===== config.mk =====
export PLATFORM = sky130hd
export DESIGN_NAME = quadrature_speed_meter
export DESIGN_NICKNAME = d
export VERILOG_FILES = /design/src/qsm_pkg.sv /design/src/qsm_divider.sv /design/src/quadrature_speed_meter.sv
export SDC_FILE = /design/constraint.sdc
export NUM_CORES = 1
export LEC_CHECK = 0
export ABC_AREA = 1
export BUFFER_PORTS_ARGS = -buffer_cell sky130_fd_sc_hd__buf_2
export CELL_PAD_IN_SITES_DETAIL_PLACEMENT = 0
export CELL_PAD_IN_SITES_GLOBAL_PLACEMENT = 1
export CORE_MARGIN = 4
export CORE_UTILIZATION = 35
export CTS_BUF_LIST = sky130_fd_sc_hd__clkbuf_8
export CTS_CLUSTER_DIAMETER = 100
export DETAILED_ROUTE_END_ITERATION = 12
export GPL_ROUTABILITY_DRIVEN = 0
export PLACE_DENSITY = 0.7
export REMOVE_ABC_BUFFERS = 1
export SYNTH_ARGS = -nofsm -noshare
export SYNTH_HDL_FRONTEND = slang
export SYNTH_HIERARCHICAL = 1
export SYNTH_SLANG_ARGS = --single-unit

===== constraint.sdc =====
create_clock -name clk -period 5.4 [get_ports clk]
set_input_delay 0.81 -clock clk [delete_from_list [all_inputs] [get_ports clk]]
set_output_delay 0.81 -clock clk [all_outputs]
set_load 0.01 [all_outputs]

===== src/qsm_pkg.sv =====
`timescale 1ns / 1ps
`default_nettype none
// ----------------------------------------------------------------------------
// qsm_pkg
// Types and constants shared by the quadrature speed meter and its divider.
// ----------------------------------------------------------------------------
package qsm_pkg;

  localparam int COUNT_WIDTH_DEF = 16;
  localparam int CFG_W           = 16;
  localparam int DIV_W           = 2 * CFG_W;
  localparam int SCALE_W         = 24;
  localparam int OUT_W           = 40;
  localparam int WIDE_W          = 64;

  // 60000 ms per minute times 256 for the Q8 fraction
  localparam logic [SCALE_W-1:0] RPM_SCALE = SCALE_W'(15360000);

  localparam logic [WIDE_W-1:0] OUT_POS_LIMIT = (WIDE_W'(1) << (OUT_W - 1)) - WIDE_W'(1);
  localparam logic [WIDE_W-1:0] OUT_NEG_LIMIT = WIDE_W'(1) << (OUT_W - 1);

  localparam logic [CFG_W-1:0] CPR_RESET = CFG_W'(780);
  localparam logic [CFG_W-1:0] SPM_RESET = CFG_W'(10);

  typedef enum logic {
    CFG_COUNTS_PER_REV  = 1'b0,
    CFG_SAMPLE_PERIOD   = 1'b1
  } cfg_index_t;

  typedef enum logic {
    KIND_EDGE = 1'b0,
    KIND_TICK = 1'b1
  } kind_t;

  typedef struct packed {
    logic kind;
    logic level_a;
    logic level_b;
  } qsm_in_t;

  typedef struct packed {
    logic signed [OUT_W-1:0] speed_rpm_q8;
    logic                    count_saturated;
  } qsm_out_t;

endpackage

`default_nettype wire


===== src/qsm_divider.sv =====
`timescale 1ns / 1ps
`default_nettype none
// ----------------------------------------------------------------------------
// qsm_divider
// Restoring bit-serial unsigned divider, one quotient bit per cycle.
// ----------------------------------------------------------------------------
module qsm_divider
  import qsm_pkg::*;
#(
  parameter int NUM_W = COUNT_WIDTH_DEF + SCALE_W
) (
  input  wire logic             clk,
  input  wire logic             rst,
  input  wire logic             start,
  input  wire logic [NUM_W-1:0] numer,
  input  wire logic [DIV_W-1:0] denom,
  output logic                  done,
  output logic [NUM_W-1:0]      quot
);

  localparam int CNT_W = $clog2(NUM_W + 1);

  logic             running;
  logic [CNT_W-1:0] cnt;
  logic [DIV_W-1:0] rem;
  logic [DIV_W-1:0] dvsr;
  logic [DIV_W:0]   trial;
  logic             fits;

  // shift the next numerator bit into the partial remainder
  assign trial = {rem, quot[NUM_W-1]};
  assign fits  = trial >= {1'b0, dvsr};

  always_ff @(posedge clk) begin
    if (rst) begin
      running <= 1'b0;
      done    <= 1'b0;
      cnt     <= '0;
    end else if (start) begin
      running <= 1'b1;
      done    <= 1'b0;
      cnt     <= CNT_W'(NUM_W);
      rem     <= '0;
      dvsr    <= denom;
      quot    <= numer;
    end else if (running) begin
      rem     <= fits ? DIV_W'(trial - {1'b0, dvsr}) : trial[DIV_W-1:0];
      quot    <= {quot[NUM_W-2:0], fits};
      cnt     <= cnt - CNT_W'(1);
      running <= (cnt != CNT_W'(1));
      done    <= (cnt == CNT_W'(1));
    end else begin
      done <= 1'b0;
    end
  end

endmodule

`default_nettype wire


===== src/quadrature_speed_meter.sv =====
`timescale 1ns / 1ps
`default_nettype none
// ----------------------------------------------------------------------------
// quadrature_speed_meter
// x2 quadrature edge counter with a per-tick rpm readout in Q8 fixed point.
// ----------------------------------------------------------------------------
// An edge request (kind 0) counts up when the sampled A and B levels differ and
// down when they match; it gives no result. A tick request
// (kind 1) turns the count into count*15360000/(counts_per_rev*sample_period_ms),
// truncated toward zero and clamped to 40 bits signed, then clears the counter
// and its saturation flag. A tick stalls new requests from acceptance until the
// result is loaded: ST_MULT registers the product and divisor, ST_START starts
// the restoring divider, ST_DIVIDE waits on its done flag while it yields one
// quotient bit per cycle, and ST_FINISH clamps and loads the output once the
// output register is free. The output register lets the next edge or tick be
// accepted while a result still waits on out_stall. A counts_per_rev or
// sample_period_ms of zero acts as one.
// ----------------------------------------------------------------------------
module quadrature_speed_meter
  import qsm_pkg::*;
#(
  parameter int COUNT_WIDTH = COUNT_WIDTH_DEF
) (
  input  wire logic             clk,
  input  wire logic             rst,
  input  wire logic             in_valid,
  output logic                  in_stall,
  input  wire qsm_in_t          in_data,
  output logic                  out_valid,
  input  wire logic             out_stall,
  output qsm_out_t              out_data,
  input  wire logic             cfg_we,
  input  wire logic             cfg_index,
  input  wire logic [CFG_W-1:0] cfg_data
);

  // numerator holds magnitude times the rpm scale
  localparam int NUM_W = COUNT_WIDTH + SCALE_W;

  localparam logic signed [COUNT_WIDTH-1:0] COUNT_MAX = {1'b0, {(COUNT_WIDTH-1){1'b1}}};
  localparam logic signed [COUNT_WIDTH-1:0] COUNT_MIN = {1'b1, {(COUNT_WIDTH-1){1'b0}}};

  typedef enum logic [2:0] {
    ST_IDLE,
    ST_MULT,
    ST_START,
    ST_DIVIDE,
    ST_FINISH
  } state_t;

  state_t state;

  // configuration
  logic [CFG_W-1:0] counts_per_rev;
  logic [CFG_W-1:0] sample_period_ms;

  // counter state
  logic signed [COUNT_WIDTH-1:0] pulse_count;
  logic                          saturated_flag;

  // tick snapshot
  logic [COUNT_WIDTH-1:0] mag;
  logic                   neg;
  logic                   sat_snap;
  logic [NUM_W-1:0]       product;
  logic [DIV_W-1:0]       divisor;

  // divider
  logic             div_start;
  logic             div_done;
  logic [NUM_W-1:0] div_quot;

  logic             in_accept;
  logic             out_free;
  logic [CFG_W-1:0] cpr_eff;
  logic [CFG_W-1:0] spm_eff;
  logic [WIDE_W-1:0] quot_wide;
  logic [OUT_W-1:0]  speed_next;

  assign in_stall  = (state != ST_IDLE);
  assign in_accept = in_valid && !in_stall;
  assign out_free  = !out_valid || !out_stall;
  assign div_start = (state == ST_START);

  // a zero register acts as one
  assign cpr_eff = (counts_per_rev == '0)   ? CFG_W'(1) : counts_per_rev;
  assign spm_eff = (sample_period_ms == '0) ? CFG_W'(1) : sample_period_ms;

  // clamp the magnitude to the 40-bit range and apply the sign
  always_comb begin
    quot_wide = WIDE_W'(div_quot);
    if (neg) begin
      if (quot_wide > OUT_NEG_LIMIT) begin
        speed_next = OUT_NEG_LIMIT[OUT_W-1:0];
      end else begin
        speed_next = OUT_W'(OUT_W'(0) - quot_wide[OUT_W-1:0]);
      end
    end else begin
      if (quot_wide > OUT_POS_LIMIT) begin
        speed_next = OUT_POS_LIMIT[OUT_W-1:0];
      end else begin
        speed_next = quot_wide[OUT_W-1:0];
      end
    end
  end

  qsm_divider #(
    .NUM_W (NUM_W)
  ) u_divider (
    .clk   (clk),
    .rst   (rst),
    .start (div_start),
    .numer (product),
    .denom (divisor),
    .done  (div_done),
    .quot  (div_quot)
  );

  // configuration writes
  always_ff @(posedge clk) begin
    if (rst) begin
      counts_per_rev   <= CPR_RESET;
      sample_period_ms <= SPM_RESET;
    end else if (cfg_we) begin
      unique case (cfg_index_t'(cfg_index))
        CFG_COUNTS_PER_REV: counts_per_rev   <= cfg_data;
        CFG_SAMPLE_PERIOD:  sample_period_ms <= cfg_data;
        default:            ;
      endcase
    end
  end

  // sequencer, counter and output register
  always_ff @(posedge clk) begin
    if (rst) begin
      state          <= ST_IDLE;
      out_valid      <= 1'b0;
      pulse_count    <= '0;
      saturated_flag <= 1'b0;
    end else begin
      // drop the result once the consumer takes it; the finish step
      // reloads the register itself
      if (out_valid && !out_stall && state != ST_FINISH) begin
        out_valid <= 1'b0;
      end

      unique case (state)
        ST_IDLE: begin
          if (in_accept) begin
            if (in_data.kind == KIND_TICK) begin
              // snapshot the count as sign and magnitude, then clear it
              neg         <= pulse_count[COUNT_WIDTH-1];
              mag         <= pulse_count[COUNT_WIDTH-1] ?
                             COUNT_WIDTH'(-pulse_count) : COUNT_WIDTH'(pulse_count);
              sat_snap    <= saturated_flag;
              pulse_count <= '0;
              saturated_flag <= 1'b0;
              state       <= ST_MULT;
            end else if (in_data.level_a != in_data.level_b) begin
              // advance, hold at the upper limit
              if (pulse_count == COUNT_MAX) begin
                saturated_flag <= 1'b1;
              end else begin
                pulse_count <= pulse_count + COUNT_WIDTH'(1);
              end
            end else begin
              // retreat, hold at the lower limit
              if (pulse_count == COUNT_MIN) begin
                saturated_flag <= 1'b1;
              end else begin
                pulse_count <= pulse_count - COUNT_WIDTH'(1);
              end
            end
          end
        end
        ST_MULT: begin
          product <= NUM_W'(mag) * NUM_W'(RPM_SCALE);
          divisor <= DIV_W'(cpr_eff) * DIV_W'(spm_eff);
          state   <= ST_START;
        end
        ST_START: begin
          state <= ST_DIVIDE;
        end
        ST_DIVIDE: begin
          if (div_done) begin
            state <= ST_FINISH;
          end
        end
        ST_FINISH: begin
          // hold here until the output register is free
          if (out_free) begin
            out_valid                <= 1'b1;
            out_data.speed_rpm_q8    <= speed_next;
            out_data.count_saturated <= sat_snap;
            state                    <= ST_IDLE;
          end
        end
        default: state <= ST_IDLE;
      endcase
    end
  end

  // A tick leaves a cleared counter behind.
  assert property (@(posedge clk) disable iff (rst)
    (in_accept && in_data.kind == KIND_TICK) |=> (pulse_count == '0 && !saturated_flag))
    else $error("counter not cleared after tick");

  // The divider finishes only while the sequencer waits on it.
  assert property (@(posedge clk) disable iff (rst)
    div_done |-> (state == ST_DIVIDE))
    else $error("divider done outside divide phase");

  // A result appears only from the finish step.
  assert property (@(posedge clk) disable iff (rst)
    $rose(out_valid) |-> ($past(state) == ST_FINISH))
    else $error("result loaded outside finish step");

endmodule

`default_nettype wire

After elaboration in Yosys (flattened, before gate mapping)
Cells that the tools add are included.
Operators by class
  add/sub/neg operators: 6
  multiply operators: 2
  div/mod/pow operators: 0
  magnitude comparators: 3
  equality and inequality tests: 17
  shift operators: 0
  muxes and demuxes: 30
  bitwise gates (word level): 3
  reductions and logical operators: 25
Operators by type and width (number)
  40-bit 2-to-1 mux: 5
  16-bit 2-to-1 mux: 6
  32-bit 2-to-1 mux: 2
  40-bit by 39-bit > comparator with 1-bit output (second input constant): 1
  40-bit > comparator (second input constant): 1
  1-bit by 40-bit subtractor with 40-bit output (first input constant): 1
  33-bit by 32-bit >= comparator with 1-bit output: 1
  16-bit equality test (second input constant): 2
  16-bit logical NOT: 2
  16-bit by 16-bit multiplier with 32-bit output: 1
  32-bit subtractor: 1
  16-bit by 11-bit multiplier with 27-bit output (second input constant): 1
  16-bit by 2-bit adder with 16-bit output (second input constant): 1
  16-bit negator: 1
  4-bit AND reduction: 4
  16-bit by 2-bit subtractor with 16-bit output (second input constant): 1
  15-bit 2-to-1 mux: 1
  3-bit case mux with 5 select lines: 1
  3-bit 2-to-1 mux: 4
  6-bit 2-to-1 mux: 2
  2-bit AND reduction: 5
  1-bit 2-to-1 mux: 9
  3-bit inequality test (second input constant): 3
  3-bit by 2-bit equality test with 1-bit output (second input constant): 2
  other kinds (19): 28
Storage, ports and cells
  register bits after elaboration: 283
  latch bits: 0
  RAM bits: 0
  memory bits (read-only): 0
  input bits: 25
  output and inout port bits: 43
  logic and storage cells: 108
  memories: 0

Logic depth before layout (Yosys ltp)
  word-level depth: 6
  depth in mapped cells: 30
  depth with buffers taken out: 28

By module
The synthesis kept the hierarchy.
Modules (own cells, without submodules)
  quadrature_speed_meter: instances 1, cells each 2592, area an instance 20941.3 sq um, seq. area each 4604.4 sq um
  qsm_divider: instances 1, cells each 1017, area an instance 7424.6 sq um, seq. area each 3283.1 sq um

Worst setup path after synthesis
No wires, ideal clock.
  kind: reg-to-reg
  start: reg counts_per_rev[7]
  end: reg divisor[28], data pin
  setup time: 0.252 ns
  arrival: 5.423 ns
  required time: 5.148 ns
  path slack: -0.275 ns
  cell stages (with the launch flop): 24
  buffers on the path: 1
  period minus slack after synthesis: 5.675 ns
  cell sequence: dfxtp_1 -> clkbuf_1 -> nor4_1 -> nand4_1 -> nand2_1 -> nand2_1 -> fa_1 -> fa_1 -> inv_1 -> fa_1 -> fa_1 -> fa_1 -> inv_1 -> fa_1 -> inv_1 -> ha_1 -> a21oi_1 -> o21ai_0 -> a21oi_1 -> nor2_1 -> nor2_1 -> nand2_1 -> nand2_1 -> nand2_1
Between the ends
  longest elaborated chain between the ends: 3
RTL lines
  from (decl): line quadrature_speed_meter.sv:54  | logic [CFG_W-1:0] counts_per_rev;
  from (signal assigned): line quadrature_speed_meter.sv:126  | CFG_COUNTS_PER_REV: counts_per_rev <= cfg_data;
  16-bit logical NOT: line quadrature_speed_meter.sv:86  | assign cpr_eff = (counts_per_rev == '0) ? CFG_W'(1) : counts_per_rev;
  16-bit 2-to-1 mux (*): line quadrature_speed_meter.sv:86
  16-bit by 16-bit multiplier with 32-bit output (*): line quadrature_speed_meter.sv:178  | divisor <= DIV_W'(cpr_eff) * DIV_W'(spm_eff);
  to (signal assigned): line quadrature_speed_meter.sv:178
  to (decl): line quadrature_speed_meter.sv:66  | logic [DIV_W-1:0] divisor;
Mark *: on every way between the ends. The rest lies on a longest branch, timed or not.
A chain may end at the register's enable or synchronous reset.

Worst setup path in the final report
  start: reg counts_per_rev[13]
  end: reg divisor[30], data pin
The elaborated chain is that of the path after synthesis.

==> flow_metrics.py <==
metrics = {
    "run": {
        "maxCapViolations": 0,
    },
    "synthesis": {
        "synth-seq-cells": 283,
        "synthTopCellsByArea": "edfxtp_1 (24%), fa_1 (18%), nand2_1 (13%)",
        "yosysMostFrequentCell": "nand2_1",
        "synth_top_cells_by_count": "nand2_1 (1010), inv_1 (725), nor2_1 (305)",
        "ys_types": 48,
        "synth-edff-count": 222,
        "synth_largest_area_cell": "edfxtp_1",
        "yosysTopAreaCellShare_pct": 23.5,
        "synthesis.instances": 3609,
        "synthesis.area_mm2": 0.0284,
        "yosys_warnings": 6,
        "synth_flop_cell": "edfxtp_1",
        "post_synth.cell_area_avg_um2": 7.86,
        "synth-seq-area-share_pct": 27.8,
        "ys_async_sr_fraction_pct": 0,
    },
    "worst_setup_path": {
        "r2r_setup_slack_ns": -0.007,
        "critPathKind": "reg2reg",
        "ff2ff_path_depth": 21,
        "cp.arrival_ns": 5.78,
        "worstSetupStartpointType": "flip-flop",
        "r2r-start": "counts_per_rev[13]$_SDFFE_PP0P_",
        "critical_path.max_fanout": 4,
        "worstReg2RegEnd": "divisor[30]$_DFFE_PP_",
        "required_ns": 5.78,
        "endpoint": "divisor[30]$_DFFE_PP_",
        "startpoint": "counts_per_rev[13]$_SDFFE_PP0P_",
        "cp-end-kind": "flip-flop",
    },
    "floorplanning": {
        "start_util_pct": 35.3,
        "die_y_um": 293,
        "ios": 68,
        "fp-row-count": 104,
        "die_w_um": 293,
        "core_mm2": 0.0804,
        "die_area_mm2": 0.0857,
    },
    "clock_tree": {
        "numClockSinks": 283,
        "hold_buffers": 0,
        "clk_path_buf_depth": 3,
        "cts_tree": "built",
        "clkLatencyLatePin_ns": 0.63,
        "clkSlewWorstSetupHoldPaths_ns": 0.06,
        "cts-htree-levels": 2,
        "cts_root_buffer": "clkbuf_8",
        "numCtsBuffers": 52,
    },
    "detailed_routing": {
        "drtIter0Drc": 1175,
        "detail-route-antenna-nets": 0,
        "num_vias": 22765,
        "dr.pass1.iters": 5,
        "wl_mm": 77.2,
        "route.detailed.wl_per_inst_um": 15.8,
        "avgViaCountPerCell": 4.67,
        "drc": 0,
    },
    "pwr": {
        "power.total_mw": 16.0,
        "powerDensity_mw_per_mm2": 489,
        "power_leakage_nw": 16.6,
        "vdd_drop_max_mv": 0.316,
    },
    "sta": {
        "min_period_over_period_pct": 100,
        "drv_slew": 0,
        "worst_pin_slew_ns": 1.03,
        "final.setup.worst_slack_ns": -0.00667,
        "finalHoldViolCount": 0,
        "slew_headroom_pct": 31.4,
        "fin_setup_tns_ns": -0.00930,
        "clock_skew_ns": 0.0256,
        "fin_crit_ns": 5.41,
        "fmax_mhz": 185,
        "whs_ns": 0.415,
        "rsz0062_at_grt": "yes",
        "setup_violations": 2,
    },
    "grt": {
        "grt_pass1_vias": 22915,
        "grt_max_degree": 60,
        "grt_overflow": 0,
        "grt_pass1_wl_mm": 125,
        "antenna_found_initial": 1,
        "grt_usage_pct": 18.1,
    },
    "finish": {
        "final_area_mm2": 0.0328,
        "finish.utilization_pct": 40.8,
        "nets": 4287,
        "syn2layout_area_growth_pct": 15.6,
        "stdcell_count": 4877,
        "drive_above_1_share_pct": 13.5,
    },
    "placed_design": {
        "io_buffers": 67,
        "place_ws_ns": -0.429,
        "placed_cell_area_mm2": 0.0307,
        "dp_hpwl_mm": 60.7,
        "dp_cells": 4770,
    },
    "outcome": {
        "status": "finished with violations",
        "violations": "negative setup slack",
    },
    "worst_hold_path": {
        "hold_class": "reg2reg",
    },
}
[state kept, by name (all words and copies together) (netlist names)]
name	count
counts_per_rev	16
divisor	32
mag	16
neg	1
out_data	41
out_valid	1
product	27
pulse_count	16
sample_period_ms	16
sat_snap	1
saturated_flag	1
state	3
u_divider/cnt	6
u_divider/done	1
u_divider/dvsr	32
u_divider/quot	40
u_divider/rem	32
u_divider/running	1
[report_power, final]
| part | leakage (nW) | internal [mW] | switching, mW |
|---|---|---|---|
| clock network | 0.623 | 1.28 | 0.973 |
| logic | 13.4 | 3.86 | 6.25 |
| registers | 2.53 | 3.33 | 0.349 |
[logic make-up (layout without fill, tap and decap cells)]
| logic type | Yosys count | in the layout | synth area share, % |
|---|---|---|---|
| compound gates | 287 | 287 | 5.62 |
| xor+xnor | 106 | 106 | 3.27 |
| fa+ha+maj | 489 | 489 | 28.4 |
| buf+inv | 842 | 1037 | 11.4 |
| flops | 283 | 283 | 27.8 |
| other cells | 1 | 14 | 0.0132 |
| simple gates | 1601 | 1601 | 23.5 |
[critical path, cell delays in order (launching register included)]
cell and delay [ns]:
dfxtp_4 0.36, nor4_4 0.27, nand4_1 0.13, nand2_2 0.13, nand2_2 0.06, fa_1 0.45, fa_1 0.51, inv_1 0.06
fa_2 0.53, fa_1 0.44, fa_1 0.56, inv_2 0.04, fa_1 0.54, inv_2 0.05, ha_4 0.32, a21oi_4 0.07
o21ai_1 0.26, nand2_1 0.08, nand2_1 0.09, a21oi_1 0.08, nand3_1 0.08, nand2_1 0.05
[how the worst min path moves through the flow]
stage / start / to / slack, ns / depth (start not counted)
floorplan: sat_snap$_DFFE_PP_ / out_data[0]$_DFFE_PP_ / 0.40 / 0
global placement: divisor[13]$_DFFE_PP_ / u_divider/dvsr[13]$_DFFE_PP_ / 0.40 / 0
detailed placement: divisor[15]$_DFFE_PP_ / u_divider/dvsr[15]$_DFFE_PP_ / 0.41 / 0
CTS: cfg_data[8] / counts_per_rev[8]$_SDFFE_PP1P_ / 0.36 / 3
global route: cfg_data[3] / sample_period_ms[3]$_SDFFE_PP1P_ / 0.39 / 3
finish: divisor[15]$_DFFE_PP_ / u_divider/dvsr[15]$_DFFE_PP_ / 0.42 / 0
[placed cells by master, fill, tap and decap left out, types with 41 or more instances in the layout]
cell type	n
a21oi_1	104
buf_2	67
buf_4	107
clkbuf_8	58
dfxtp_1	41
edfxtp_1	222
fa_1	249
ha_1	215
inv_1	720
nand2_1	987
nand3_1	125
nor2_1	278
o21ai_0	94
xor2_1	79
[metal layers]
layer  vias to the layer above  share of wire, %  GRT usage, %
li1                      11458                 -             -
met1                     10875                46          24.7
met3                        85               3.2          1.57
met5                         -                 0             0
met4                         0               1.7          3.46
met2                       347                49          31.9
[what timing repair did]
item,4_1_cts,5_1_grt
endpoints found under the setup margin,21,23
resized for setup,118,121
pin swaps,41,33
buffers inserted,6,3
[layout make-up]
| type | count | area (um2) |
|---|---|---|
| Fill cell | 8326 | 47600 |
| Multi-Input combinational cell | 2496 | 18000 |
| Sequential cell | 283 | 7930 |
| Inverter | 738 | 2770 |
| Timing Repair Buffer | 202 | 1620 |
| Tap cell | 1060 | 1330 |
| Clock buffer | 58 | 798 |
| Clock inverter | 39 | 324 |
| Antenna cell | 1 | 2.50 |
Note: power is estimated with default switching activity, not from simulation.
